===== src/rtl/core/bcl_pkg.sv =====
// shared types and codes of the block cache lru controller
package bcl_pkg;

   localparam logic [2:0] KIND_READ  = 3'd0;
   localparam logic [2:0] KIND_GET   = 3'd1;
   localparam logic [2:0] KIND_PUT   = 3'd2;
   localparam logic [2:0] KIND_DIRTY = 3'd3;
   localparam logic [2:0] KIND_ZERO  = 3'd4;
   localparam logic [2:0] KIND_FLUSH = 3'd5;

   localparam logic [1:0] ACT_DONE  = 2'd0;
   localparam logic [1:0] ACT_WB    = 2'd1;
   localparam logic [1:0] ACT_FILL  = 2'd2;
   localparam logic [1:0] ACT_ERROR = 2'd3;

   localparam logic [7:0] PIN_MAX = 8'd255;

   typedef enum logic [2:0] {
      S_IDLE,
      S_DECIDE,
      S_SCAN,
      S_EVICT,
      S_ALLOC,
      S_FLUSH,
      S_FLUSH_END
   } state_type;

   typedef enum logic [2:0] {
      OP_NONE,
      OP_HIT,
      OP_ERR,
      OP_WB_VICTIM,
      OP_ALLOC_FREE,
      OP_ALLOC_VICTIM,
      OP_FLUSH_WB,
      OP_FLUSH_DONE
   } op_type;

   typedef struct packed {
      op_type op;
      logic   load;
      logic   scan_clr;
      logic   scan_step;
      logic   rank_clr;
      logic   rank_step;
   } cmd_type;

   typedef struct packed {
      logic [2:0] kind;
      logic       hit;
      logic       full;
      logic       out_free;
      logic       scan_last;
      logic       best_valid;
      logic       best_dirty;
      logic       rank_done;
      logic       rank_dirty;
   } sts_type;

endpackage


===== src/rtl/core/block_cache_lru_controller_unit.sv =====
// top level of the block cache lru controller
//
// channel  direction  payload
// req      in         tuser: kind, tdata: block_number
// rsp      out        tuser: action, hit, tdata: slot, target_block, tlast: last
//
// one request at a time; hit, error and free-entry miss are answered from the decide state
// a miss with all entries in use first scans every entry for the least recently used unpinned victim
// flush walks the used entries in recency order, writes back each dirty one, then ends with a done result
// any step that issues a result waits while the rsp register is still full
// the rsp register lets the next request enter while a result waits
// reset (synchronous) frees all entries
module block_cache_lru_controller_unit import bcl_pkg::*; #(
   parameter int ENTRIES = 16
) (
   input  logic        clock,
   input  logic        reset,
   input  logic        req_tvalid,
   output logic        req_tready,
   input  logic [31:0] req_tdata,   // block_number[31:0]
   input  logic [2:0]  req_tuser,   // kind[2:0]
   output logic        rsp_tvalid,
   input  logic        rsp_tready,
   output logic [39:0] rsp_tdata,   // slot[3:0], target_block[35:4], zero[39:36]
   output logic [2:0]  rsp_tuser,   // action[1:0], hit[2]
   output logic        rsp_tlast
);

   cmd_type     cmd;
   sts_type     sts;
   logic [1:0]  action;
   logic [3:0]  slot;
   logic [31:0] target;
   logic        hit;

   bcl_ctrl u_ctrl (
      .clock     (clock),
      .reset     (reset),
      .req_valid (req_tvalid),
      .req_ready (req_tready),
      .sts       (sts),
      .cmd       (cmd)
   );

   bcl_dp #(.ENTRIES(ENTRIES)) u_dp (
      .clock      (clock),
      .reset      (reset),
      .req_kind   (req_tuser),
      .req_block  (req_tdata),
      .cmd        (cmd),
      .sts        (sts),
      .rsp_valid  (rsp_tvalid),
      .rsp_ready  (rsp_tready),
      .rsp_action (action),
      .rsp_slot   (slot),
      .rsp_target (target),
      .rsp_hit    (hit),
      .rsp_last   (rsp_tlast)
   );

   assign rsp_tdata = {4'd0, target, slot};
   assign rsp_tuser = {hit, action};

   a_emit_needs_room: assert property (@(posedge clock) disable iff (reset)
      (cmd.op != OP_NONE) |-> sts.out_free)
      else $error("result issued while output register full");

   a_idle_no_op: assert property (@(posedge clock) disable iff (reset)
      req_tready |-> (cmd.op == OP_NONE))
      else $error("result issued while accepting a request");

   a_result_follows: assert property (@(posedge clock) disable iff (reset)
      (cmd.op != OP_NONE) |=> rsp_tvalid)
      else $error("issued result not presented");

endmodule


===== src/rtl/core/bcl_ctrl.sv =====
// controller state machine of the block cache lru controller
module bcl_ctrl import bcl_pkg::*; (
   input  logic    clock,
   input  logic    reset,
   input  logic    req_valid,
   output logic    req_ready,
   input  sts_type sts,
   output cmd_type cmd
);

   state_type state_ff, state_in;

   always_ff @(posedge clock) begin
      if (reset) begin
         state_ff <= S_IDLE;
      end else begin
         state_ff <= state_in;
      end
   end

   always_comb begin
      state_in = state_ff;
      unique case (state_ff)
         S_IDLE: begin
            if (req_valid) state_in = S_DECIDE;
         end
         S_DECIDE: begin
            if (sts.kind == KIND_FLUSH) begin
               state_in = S_FLUSH;
            end else if (sts.kind > KIND_FLUSH || sts.hit ||
                         sts.kind == KIND_PUT || sts.kind == KIND_DIRTY ||
                         !sts.full) begin
               if (sts.out_free) state_in = S_IDLE;
            end else begin
               state_in = S_SCAN;
            end
         end
         S_SCAN: begin
            if (sts.scan_last) state_in = S_EVICT;
         end
         S_EVICT: begin
            if (!sts.best_valid) begin
               if (sts.out_free) state_in = S_IDLE;
            end else if (!sts.best_dirty || sts.out_free) begin
               state_in = S_ALLOC;
            end
         end
         S_ALLOC: begin
            if (sts.out_free) state_in = S_IDLE;
         end
         S_FLUSH: begin
            if (sts.rank_done) state_in = S_FLUSH_END;
         end
         S_FLUSH_END: begin
            if (sts.out_free) state_in = S_IDLE;
         end
         default: state_in = S_IDLE;
      endcase
   end

   always_comb begin
      cmd = '0;
      cmd.op = OP_NONE;
      req_ready = 1'b0;
      unique case (state_ff)
         S_IDLE: begin
            req_ready = 1'b1;
            cmd.load = req_valid;
         end
         S_DECIDE: begin
            if (sts.kind == KIND_FLUSH) begin
               cmd.rank_clr = 1'b1;
            end else if (!sts.out_free) begin
               cmd.op = OP_NONE;
            end else if (sts.kind > KIND_FLUSH) begin
               cmd.op = OP_ERR;
            end else if (sts.hit) begin
               cmd.op = OP_HIT;
            end else if (sts.kind == KIND_PUT || sts.kind == KIND_DIRTY) begin
               cmd.op = OP_ERR;
            end else if (!sts.full) begin
               cmd.op = OP_ALLOC_FREE;
            end
            if (sts.kind < KIND_FLUSH && !sts.hit && sts.full &&
                sts.kind != KIND_PUT && sts.kind != KIND_DIRTY) begin
               cmd.scan_clr = 1'b1;
            end
         end
         S_SCAN: begin
            cmd.scan_step = 1'b1;
         end
         S_EVICT: begin
            if (sts.out_free) begin
               if (!sts.best_valid) cmd.op = OP_ERR;
               else if (sts.best_dirty) cmd.op = OP_WB_VICTIM;
            end
         end
         S_ALLOC: begin
            if (sts.out_free) cmd.op = OP_ALLOC_VICTIM;
         end
         S_FLUSH: begin
            if (!sts.rank_done) begin
               if (!sts.rank_dirty) begin
                  cmd.rank_step = 1'b1;
               end else if (sts.out_free) begin
                  cmd.op = OP_FLUSH_WB;
                  cmd.rank_step = 1'b1;
               end
            end
         end
         S_FLUSH_END: begin
            if (sts.out_free) cmd.op = OP_FLUSH_DONE;
         end
         default: cmd.op = OP_NONE;
      endcase
   end

endmodule


===== src/rtl/core/bcl_dp.sv =====
// entry state, search logic and result register of the block cache lru controller
module bcl_dp import bcl_pkg::*; #(
   parameter int ENTRIES = 16
) (
   input  logic        clock,
   input  logic        reset,
   input  logic [2:0]  req_kind,
   input  logic [31:0] req_block,
   input  cmd_type     cmd,
   output sts_type     sts,
   output logic        rsp_valid,
   input  logic        rsp_ready,
   output logic [1:0]  rsp_action,
   output logic [3:0]  rsp_slot,
   output logic [31:0] rsp_target,
   output logic        rsp_hit,
   output logic        rsp_last
);

   localparam int IW = $clog2(ENTRIES);
   localparam int CW = $clog2(ENTRIES + 1);

   logic [2:0]          kind_ff;
   logic [31:0]         blk_ff;
   logic [31:0]         tag_ff [ENTRIES];
   logic [31:0]         tag_in [ENTRIES];
   logic [ENTRIES-1:0]  use_ff, use_in;
   logic [ENTRIES-1:0]  dirty_ff, dirty_in;
   logic [7:0]          pins_ff [ENTRIES];
   logic [7:0]          pins_in [ENTRIES];
   logic [IW-1:0]       rec_ff [ENTRIES];
   logic [IW-1:0]       rec_in [ENTRIES];
   logic [CW-1:0]       used_ff, used_in;
   logic [IW-1:0]       scan_ff, scan_in;
   logic                best_v_ff, best_v_in;
   logic [IW-1:0]       best_ff, best_in;
   logic [IW-1:0]       best_rec_ff, best_rec_in;
   logic [CW-1:0]       rank_ff, rank_in;
   logic                out_v_ff, out_v_in;
   logic [1:0]          act_ff, act_in;
   logic [3:0]          slot_ff, slot_in;
   logic [31:0]         tgt_ff, tgt_in;
   logic                hit_ff, hit_in;
   logic                last_ff, last_in;

   logic [ENTRIES-1:0]  hit_vec, rank_vec;
   logic [IW-1:0]       hit_idx, rank_idx, free_idx, mr_idx, alloc_idx;
   logic [IW-1:0]       mr_rec;
   logic                scan_cand, out_free;

   always_comb begin
      hit_idx = '0;
      rank_idx = '0;
      for (int i = 0; i < ENTRIES; i++) begin
         hit_vec[i] = use_ff[i] && (tag_ff[i] == blk_ff);
         rank_vec[i] = use_ff[i] && (rec_ff[i] == rank_ff[IW-1:0]);
      end
      for (int i = ENTRIES - 1; i >= 0; i--) begin
         if (hit_vec[i]) hit_idx = IW'(i);
         if (rank_vec[i]) rank_idx = IW'(i);
      end
   end

   assign free_idx  = IW'(CW'(ENTRIES - 1) - used_ff);
   assign scan_cand = use_ff[scan_ff] && (pins_ff[scan_ff] == 8'd0) &&
                      (!best_v_ff || (rec_ff[scan_ff] < best_rec_ff));
   assign out_free  = !out_v_ff || rsp_ready;
   assign mr_idx    = (cmd.op == OP_HIT) ? hit_idx : best_ff;
   assign mr_rec    = rec_ff[mr_idx];
   assign alloc_idx = (cmd.op == OP_ALLOC_FREE) ? free_idx : best_ff;

   always_comb begin
      sts.kind       = kind_ff;
      sts.hit        = |hit_vec;
      sts.full       = (used_ff == CW'(ENTRIES));
      sts.out_free   = out_free;
      sts.scan_last  = (scan_ff == IW'(ENTRIES - 1));
      sts.best_valid = best_v_ff;
      sts.best_dirty = dirty_ff[best_ff];
      sts.rank_done  = (rank_ff == used_ff);
      sts.rank_dirty = |(rank_vec & dirty_ff);
   end

   always_comb begin
      tag_in   = tag_ff;
      use_in   = use_ff;
      dirty_in = dirty_ff;
      pins_in  = pins_ff;
      rec_in   = rec_ff;
      used_in  = used_ff;
      act_in   = act_ff;
      slot_in  = slot_ff;
      tgt_in   = tgt_ff;
      hit_in   = hit_ff;
      last_in  = last_ff;
      out_v_in = out_v_ff && !rsp_ready;

      if (cmd.op == OP_HIT || cmd.op == OP_ALLOC_VICTIM) begin
         for (int i = 0; i < ENTRIES; i++) begin
            if (use_ff[i] && rec_ff[i] > mr_rec) rec_in[i] = rec_ff[i] - 1'b1;
         end
         rec_in[mr_idx] = IW'(used_ff - 1'b1);
      end

      case (cmd.op)
         OP_HIT: begin
            if (kind_ff == KIND_GET && pins_ff[hit_idx] != PIN_MAX) begin
               pins_in[hit_idx] = pins_ff[hit_idx] + 8'd1;
            end else if (kind_ff == KIND_PUT && pins_ff[hit_idx] != 8'd0) begin
               pins_in[hit_idx] = pins_ff[hit_idx] - 8'd1;
            end else if (kind_ff == KIND_DIRTY || kind_ff == KIND_ZERO) begin
               dirty_in[hit_idx] = 1'b1;
            end
            act_in = ACT_DONE; slot_in = 4'(hit_idx); tgt_in = blk_ff;
            hit_in = 1'b1; last_in = 1'b1;
         end
         OP_ERR: begin
            act_in = ACT_ERROR; slot_in = '0; tgt_in = blk_ff;
            hit_in = 1'b0; last_in = 1'b1;
         end
         OP_WB_VICTIM: begin
            dirty_in[best_ff] = 1'b0;
            act_in = ACT_WB; slot_in = 4'(best_ff); tgt_in = tag_ff[best_ff];
            hit_in = 1'b0; last_in = 1'b0;
         end
         OP_ALLOC_FREE, OP_ALLOC_VICTIM: begin
            if (cmd.op == OP_ALLOC_FREE) begin
               use_in[alloc_idx] = 1'b1;
               rec_in[alloc_idx] = IW'(used_ff);
               used_in = used_ff + 1'b1;
            end
            tag_in[alloc_idx]   = blk_ff;
            dirty_in[alloc_idx] = (kind_ff == KIND_ZERO);
            pins_in[alloc_idx]  = (kind_ff == KIND_GET) ? 8'd1 : 8'd0;
            act_in = (kind_ff == KIND_ZERO) ? ACT_DONE : ACT_FILL;
            slot_in = 4'(alloc_idx); tgt_in = blk_ff;
            hit_in = 1'b0; last_in = 1'b1;
         end
         OP_FLUSH_WB: begin
            dirty_in[rank_idx] = 1'b0;
            act_in = ACT_WB; slot_in = 4'(rank_idx); tgt_in = tag_ff[rank_idx];
            hit_in = 1'b0; last_in = 1'b0;
         end
         OP_FLUSH_DONE: begin
            act_in = ACT_DONE; slot_in = '0; tgt_in = '0;
            hit_in = 1'b0; last_in = 1'b1;
         end
         default: begin
         end
      endcase
      if (cmd.op != OP_NONE) out_v_in = 1'b1;
   end

   always_comb begin
      scan_in     = scan_ff;
      best_v_in   = best_v_ff;
      best_in     = best_ff;
      best_rec_in = best_rec_ff;
      rank_in     = rank_ff;
      if (cmd.scan_clr) begin
         scan_in   = '0;
         best_v_in = 1'b0;
      end else if (cmd.scan_step) begin
         scan_in = scan_ff + 1'b1;
         if (scan_cand) begin
            best_v_in   = 1'b1;
            best_in     = scan_ff;
            best_rec_in = rec_ff[scan_ff];
         end
      end
      if (cmd.rank_clr) rank_in = '0;
      else if (cmd.rank_step) rank_in = rank_ff + 1'b1;
   end

   always_ff @(posedge clock) begin
      if (reset) begin
         use_ff    <= '0;
         dirty_ff  <= '0;
         used_ff   <= '0;
         out_v_ff  <= 1'b0;
         best_v_ff <= 1'b0;
         scan_ff   <= '0;
         rank_ff   <= '0;
         for (int i = 0; i < ENTRIES; i++) begin
            pins_ff[i] <= '0;
            rec_ff[i]  <= '0;
         end
      end else begin
         use_ff    <= use_in;
         dirty_ff  <= dirty_in;
         used_ff   <= used_in;
         out_v_ff  <= out_v_in;
         best_v_ff <= best_v_in;
         scan_ff   <= scan_in;
         rank_ff   <= rank_in;
         pins_ff   <= pins_in;
         rec_ff    <= rec_in;
      end
   end

   always_ff @(posedge clock) begin
      if (cmd.load) begin
         kind_ff <= req_kind;
         blk_ff  <= req_block;
      end
      tag_ff      <= tag_in;
      best_ff     <= best_in;
      best_rec_ff <= best_rec_in;
      act_ff      <= act_in;
      slot_ff     <= slot_in;
      tgt_ff      <= tgt_in;
      hit_ff      <= hit_in;
      last_ff     <= last_in;
   end

   assign rsp_valid  = out_v_ff;
   assign rsp_action = act_ff;
   assign rsp_slot   = slot_ff;
   assign rsp_target = tgt_ff;
   assign rsp_hit    = hit_ff;
   assign rsp_last   = last_ff;

endmodule

===== config.mk =====
export PLATFORM = sky130hd
export DESIGN_NAME = block_cache_lru_controller_unit
export DESIGN_NICKNAME = d
export VERILOG_FILES = /design/src/rtl/core/bcl_pkg.sv /design/src/rtl/core/block_cache_lru_controller_unit.sv /design/src/rtl/core/bcl_ctrl.sv /design/src/rtl/core/bcl_dp.sv
export SDC_FILE = /design/constraint.sdc
export NUM_CORES = 2
export LEC_CHECK = 0
export ABC_AREA = 1
export BUFFER_PORTS_ARGS = -buffer_cell sky130_fd_sc_hd__buf_2
export CAP_MARGIN = 10
export CORE_AREA = 2 2 509 410
export CTS_BUF_LIST = sky130_fd_sc_hd__clkbuf_8
export CTS_CLUSTER_SIZE = 16
export DETAILED_ROUTE_END_ITERATION = 16
export DIE_AREA = 0 0 511 412
export GPL_TIMING_DRIVEN = 0
export SYNTH_ARGS = -nofsm -noshare
export SYNTH_HDL_FRONTEND = slang
export SYNTH_SLANG_ARGS = --single-unit

===== constraint.sdc =====
create_clock -name clock -period 8.33 [get_ports clock]
set_input_delay 0.833 -clock clock [delete_from_list [all_inputs] [get_ports clock]]
set_output_delay 0.833 -clock clock [all_outputs]
set_load 0.05 [all_outputs]

==> impl_metrics.csv <==
group,metric,value,unit
status,status,"finished with violations",
status,violations,"capacitance limit, slew limit, setup timing",
route,antenna_left,0,
final_layout,multi_input_area,0.0243,sq mm
route,drtIter0Drc,11017,
synth,syn_area_per_cell,8.22,sq um
route,drc,0,
clocking,cts_made_buffers,167,
final_layout,instances_no_fill,9533,
final_layout,nNetsFinal,6776,
synth,synth_enable_flop_cells,595,
worst_setup_path,critPathMaxFanout,10,
global_routing,antenna_found_initial,61,
timing,hold_viol,0,
pwr,ir_drop,0.170,mV
synth,synth-seq-area-share,44.4,%
worst_setup_path,critPathKind,"register to register",
route,wl_met3,58800,um
synth,synthCells,6225,
global_routing,grt_pass1_vias,51426,
synth,async_reset_ff_share,0,%
die,die_w,511,um
worst_setup_path,crit_path_end_kind,"register",
final_layout,fill_cells,21921,
global_routing,grt.overflow.total,0,
die,start_util,24.9,%
timing,skew,0.0761,ns
worst_setup_path,startpoint_type,"register",
die,row_count,149,
route,top_layer_used,"met5",
timing,finalCritPeriodShare,100,%
place,dp_hpwl,292000,um
timing,slew_headroom,-6.82,%
synth,ys_ff_latch,838,
place,gp_routability_congestion,1.06,
route,routedWlPerCell,40.5,um
final_layout,seqCellArea,0.0227,sq mm
global_routing,grt_max_degree,32,
die,coreArea,0.205,sq mm
route,dr.pass1.iters,7,
timing,hold_ws,0.301,ns
timing,tightest_slew,1.60,ns
timing,setup_slack,-0.0351,ns
worst_setup_path,crit_slowest_cell,"nor4_1",
worst_setup_path,crit_buf_inv,7,
timing,fin_crit,8.37,ns
worst_setup_path,critPathTopFamily,"simple AND/OR/NAND/NOR gates",
run,maxCapViolCount,3,
route,via_per_inst,6.07,
min_path,hp-class,"input pin to register",
worst_setup_path,cpMostUsedCell,"nand2_1",
worst_setup_path,cpPeakStageDelay,0.80,ns
timing,final_max_slew_viol_count,34,
route,wirelength,386000,um
clocking,insertion_delay,1.00,ns
die,num_io_pins,85,
place,io_buffers,79,
pwr,finalPower,0.0111,W
worst_setup_path,worst_ep_required_time,9.13,ns
pwr,p_leak,23.0,nW
clocking,cts.clk_slew.worst_paths,0.06,ns
global_routing,grt_first_pass_wirelength,495000,um
timing,fmax,0.120,GHz
place,dp.cells,9082,
global_routing,grt_usage,35.3,%
route,wl_met1,161000,um
synth,syn_area,0.0512,sq mm
final_layout,final_layout_size_suffix_gt1_share,11.8,%
synth,yosys_most_used_dff,"edfxtp_1",
route,dr_wl_met2,145000,um
clocking,cts_tree,"built",
clocking,h-tree-depth,4,
pwr,power.density,183,mW/mm^2
clocking,cts-root-buf,"clkbuf_8",
worst_setup_path,worst_ep_arrival_time,9.16,ns
synth,ys_warn_count,0,
synth,ys_types,72,
die,dieHeight,412,um
route,num_vias,57875,
final_layout,areaGrowthSynthToFinish,19.2,%
die,die_area,0.211,sq mm
clocking,cts.sinks,838,
timing,setup_viol,2,
clocking,clockBufferDepth,3,
-- where the power goes --
| part | total, W | leakage, nW | internal, W | switching (W) |
|---|---|---|---|---|
| logic | 0.00173 | 13.6 | 0.000352 | 0.00138 |
| registers | 0.00458 | 7.35 | 0.00453 | 0.0000483 |
| clock network | 0.00482 | 2.02 | 0.00261 | 0.00221 |
| total | 0.0111 | 23.0 | 0.00749 | 0.00365 |
-- final timing paths --
check | from | end | slack, ns | cells past startpoint
setup / recovery | u_dp.blk_ff[11] | u_dp.pins_ff[79] | -0.04 | 37
setup reg to reg | u_dp.blk_ff[11] | u_dp.pins_ff[79] | -0.04 | 37
hold / removal | req_tvalid | u_ctrl.state_ff[1] | 0.30 | 4
hold reg to reg | u_dp.pins_ff[113] | u_dp.pins_ff[113] | 0.47 | 2
-- tightest hold or removal path: stages --
cell and delay (ns):
buf_2 0.11, o211ai_1 0.12, nand2_1 0.07, a21oi_1 0.05
-- repair_timing --
action / 4_1_cts / 5_1_grt
hold endpoints to repair: 35 / 0
pin swaps: 8 / 3
endpoints found under the setup margin: 748 / 114
gates resized for setup: 30 / 25
setup buffers: 65 / 9
hold buffers: 35 / 0
-- cells in the mapped netlist (74+ instances only) --
cell type | n | share of area (%)
ha_1 | 90 | 2.2
nor3_1 | 86 | 0.84
edfxtp_1 | 595 | 35
o2111ai_1 | 82 | 1.4
inv_1 | 628 | 4.6
nand3_1 | 159 | 1.6
o221ai_1 | 99 | 1.7
xnor2_1 | 87 | 1.5
nor2_1 | 624 | 4.6
nand4_1 | 105 | 1.3
clkbuf_1 | 215 | 1.6
o22ai_1 | 290 | 3.5
nand2_1 | 1236 | 9.1
xor2_1 | 137 | 2.3
o211ai_1 | 77 | 1.1
dfxtp_1 | 243 | 9.5
o21ai_0 | 268 | 2.6
buf_2 | 74 | 0.72
a21oi_1 | 281 | 2.7
a22oi_1 | 224 | 3.3
-- logic make-up (layout without fill, tap and decap cells) --
kind of cell | Yosys count | count (layout) | synth area share, %
other | 1 | 37 | 0.00733
flip-flops | 838 | 838 | 44.4
AND/OR/NAND/NOR | 2393 | 2393 | 20.3
XOR/XNOR | 225 | 225 | 3.89
adder cells (fa/ha/maj) | 90 | 90 | 2.20
AO/OA/AOI/OAI | 1597 | 1597 | 20.6
buffers and inverters | 1081 | 1635 | 8.51
-- sequential cells by signal (all words and copies together) (netlist names), 2 cells and up --
| signal | count |
|---|---|
| u_dp.best_ff | 4 |
| u_dp.used_ff | 5 |
| u_dp.rank_ff | 5 |
| u_dp.pins_ff | 128 |
| u_ctrl.state_ff | 3 |
| u_dp.best_rec_ff | 4 |
| u_dp.rsp_slot | 4 |
| u_dp.rsp_target | 32 |
| u_dp.scan_ff | 4 |
| u_dp.use_ff | 16 |
| u_dp.kind_ff | 3 |
| u_dp.rsp_action | 2 |
| u_dp.rec_ff | 64 |
| u_dp.blk_ff | 32 |
| u_dp.dirty_ff | 16 |
| u_dp.tag_ff | 512 |
-- layout make-up --
type	instances	area share, %
Clock buffer	180	4.06
Sequential cell	838	37.3
Buffer	351	2.80
Timing Repair Buffer	250	4.07
Antenna cell	33	0.135
Tap cell	2718	5.57
Multi-Input combinational cell	4309	39.8
Inverter	730	4.51
Clock inverter	124	1.83
-- per-layer routing --
layer / GRT usage, % / vias up
met5: 0 / -
met4: 16.3 / 36
met3: 16.1 / 941
met2: 46.5 / 5146
met1: 48.1 / 28752
li1: - / 23000
-- layout by cell type (no fill, tap or decap), types with 30 or more instances in the layout --
cell           netlist  routed
nand2_1           1236    1232
inv_1              628     657
nor2_1             624     617
edfxtp_1           595     595
o22ai_1            290     290
a21oi_1            281     281
o21ai_0            268     265
dfxtp_1            243     243
a22oi_1            224     224
clkbuf_8             0     180
clkbuf_1           215     177
nand3_1            159     159
buf_2               74     147
xor2_1             137     137
nand4_1            105     105
o221ai_1            99      99
buf_4               25      90
ha_1                90      90
xnor2_1             87      86
o2111ai_1           82      82
nor3_1              86      81
o211ai_1            77      77
clkinv_1            53      71
o31ai_1             66      66
inv_2               47      61
nor4_1              67      61
a21boi_0            41      41
clkbuf_2             1      37
dlygate4sd3_1        0      35
diode_2              0      33
a211oi_1            33      32
buf_8                0      30
-- metrics by stage --
stage / util [%] / TNS [ns] / worst slack [ns] / area, sq um
after floorplan: - / 0 / 2.23 / 51200
after global placement: 26.8 / -1278.00 / -4.22 / 55000
after detailed placement: 27.3 / -611.08 / -3.37 / 56100
after CTS: 29.6 / 0 / 0.113 / 60800
after global routing: 29.7 / -0.0102 / -0.0102 / 60900
final: 29.7 / -0.0604 / -0.0351 / 61000
(Power assumes the default switching activity.)
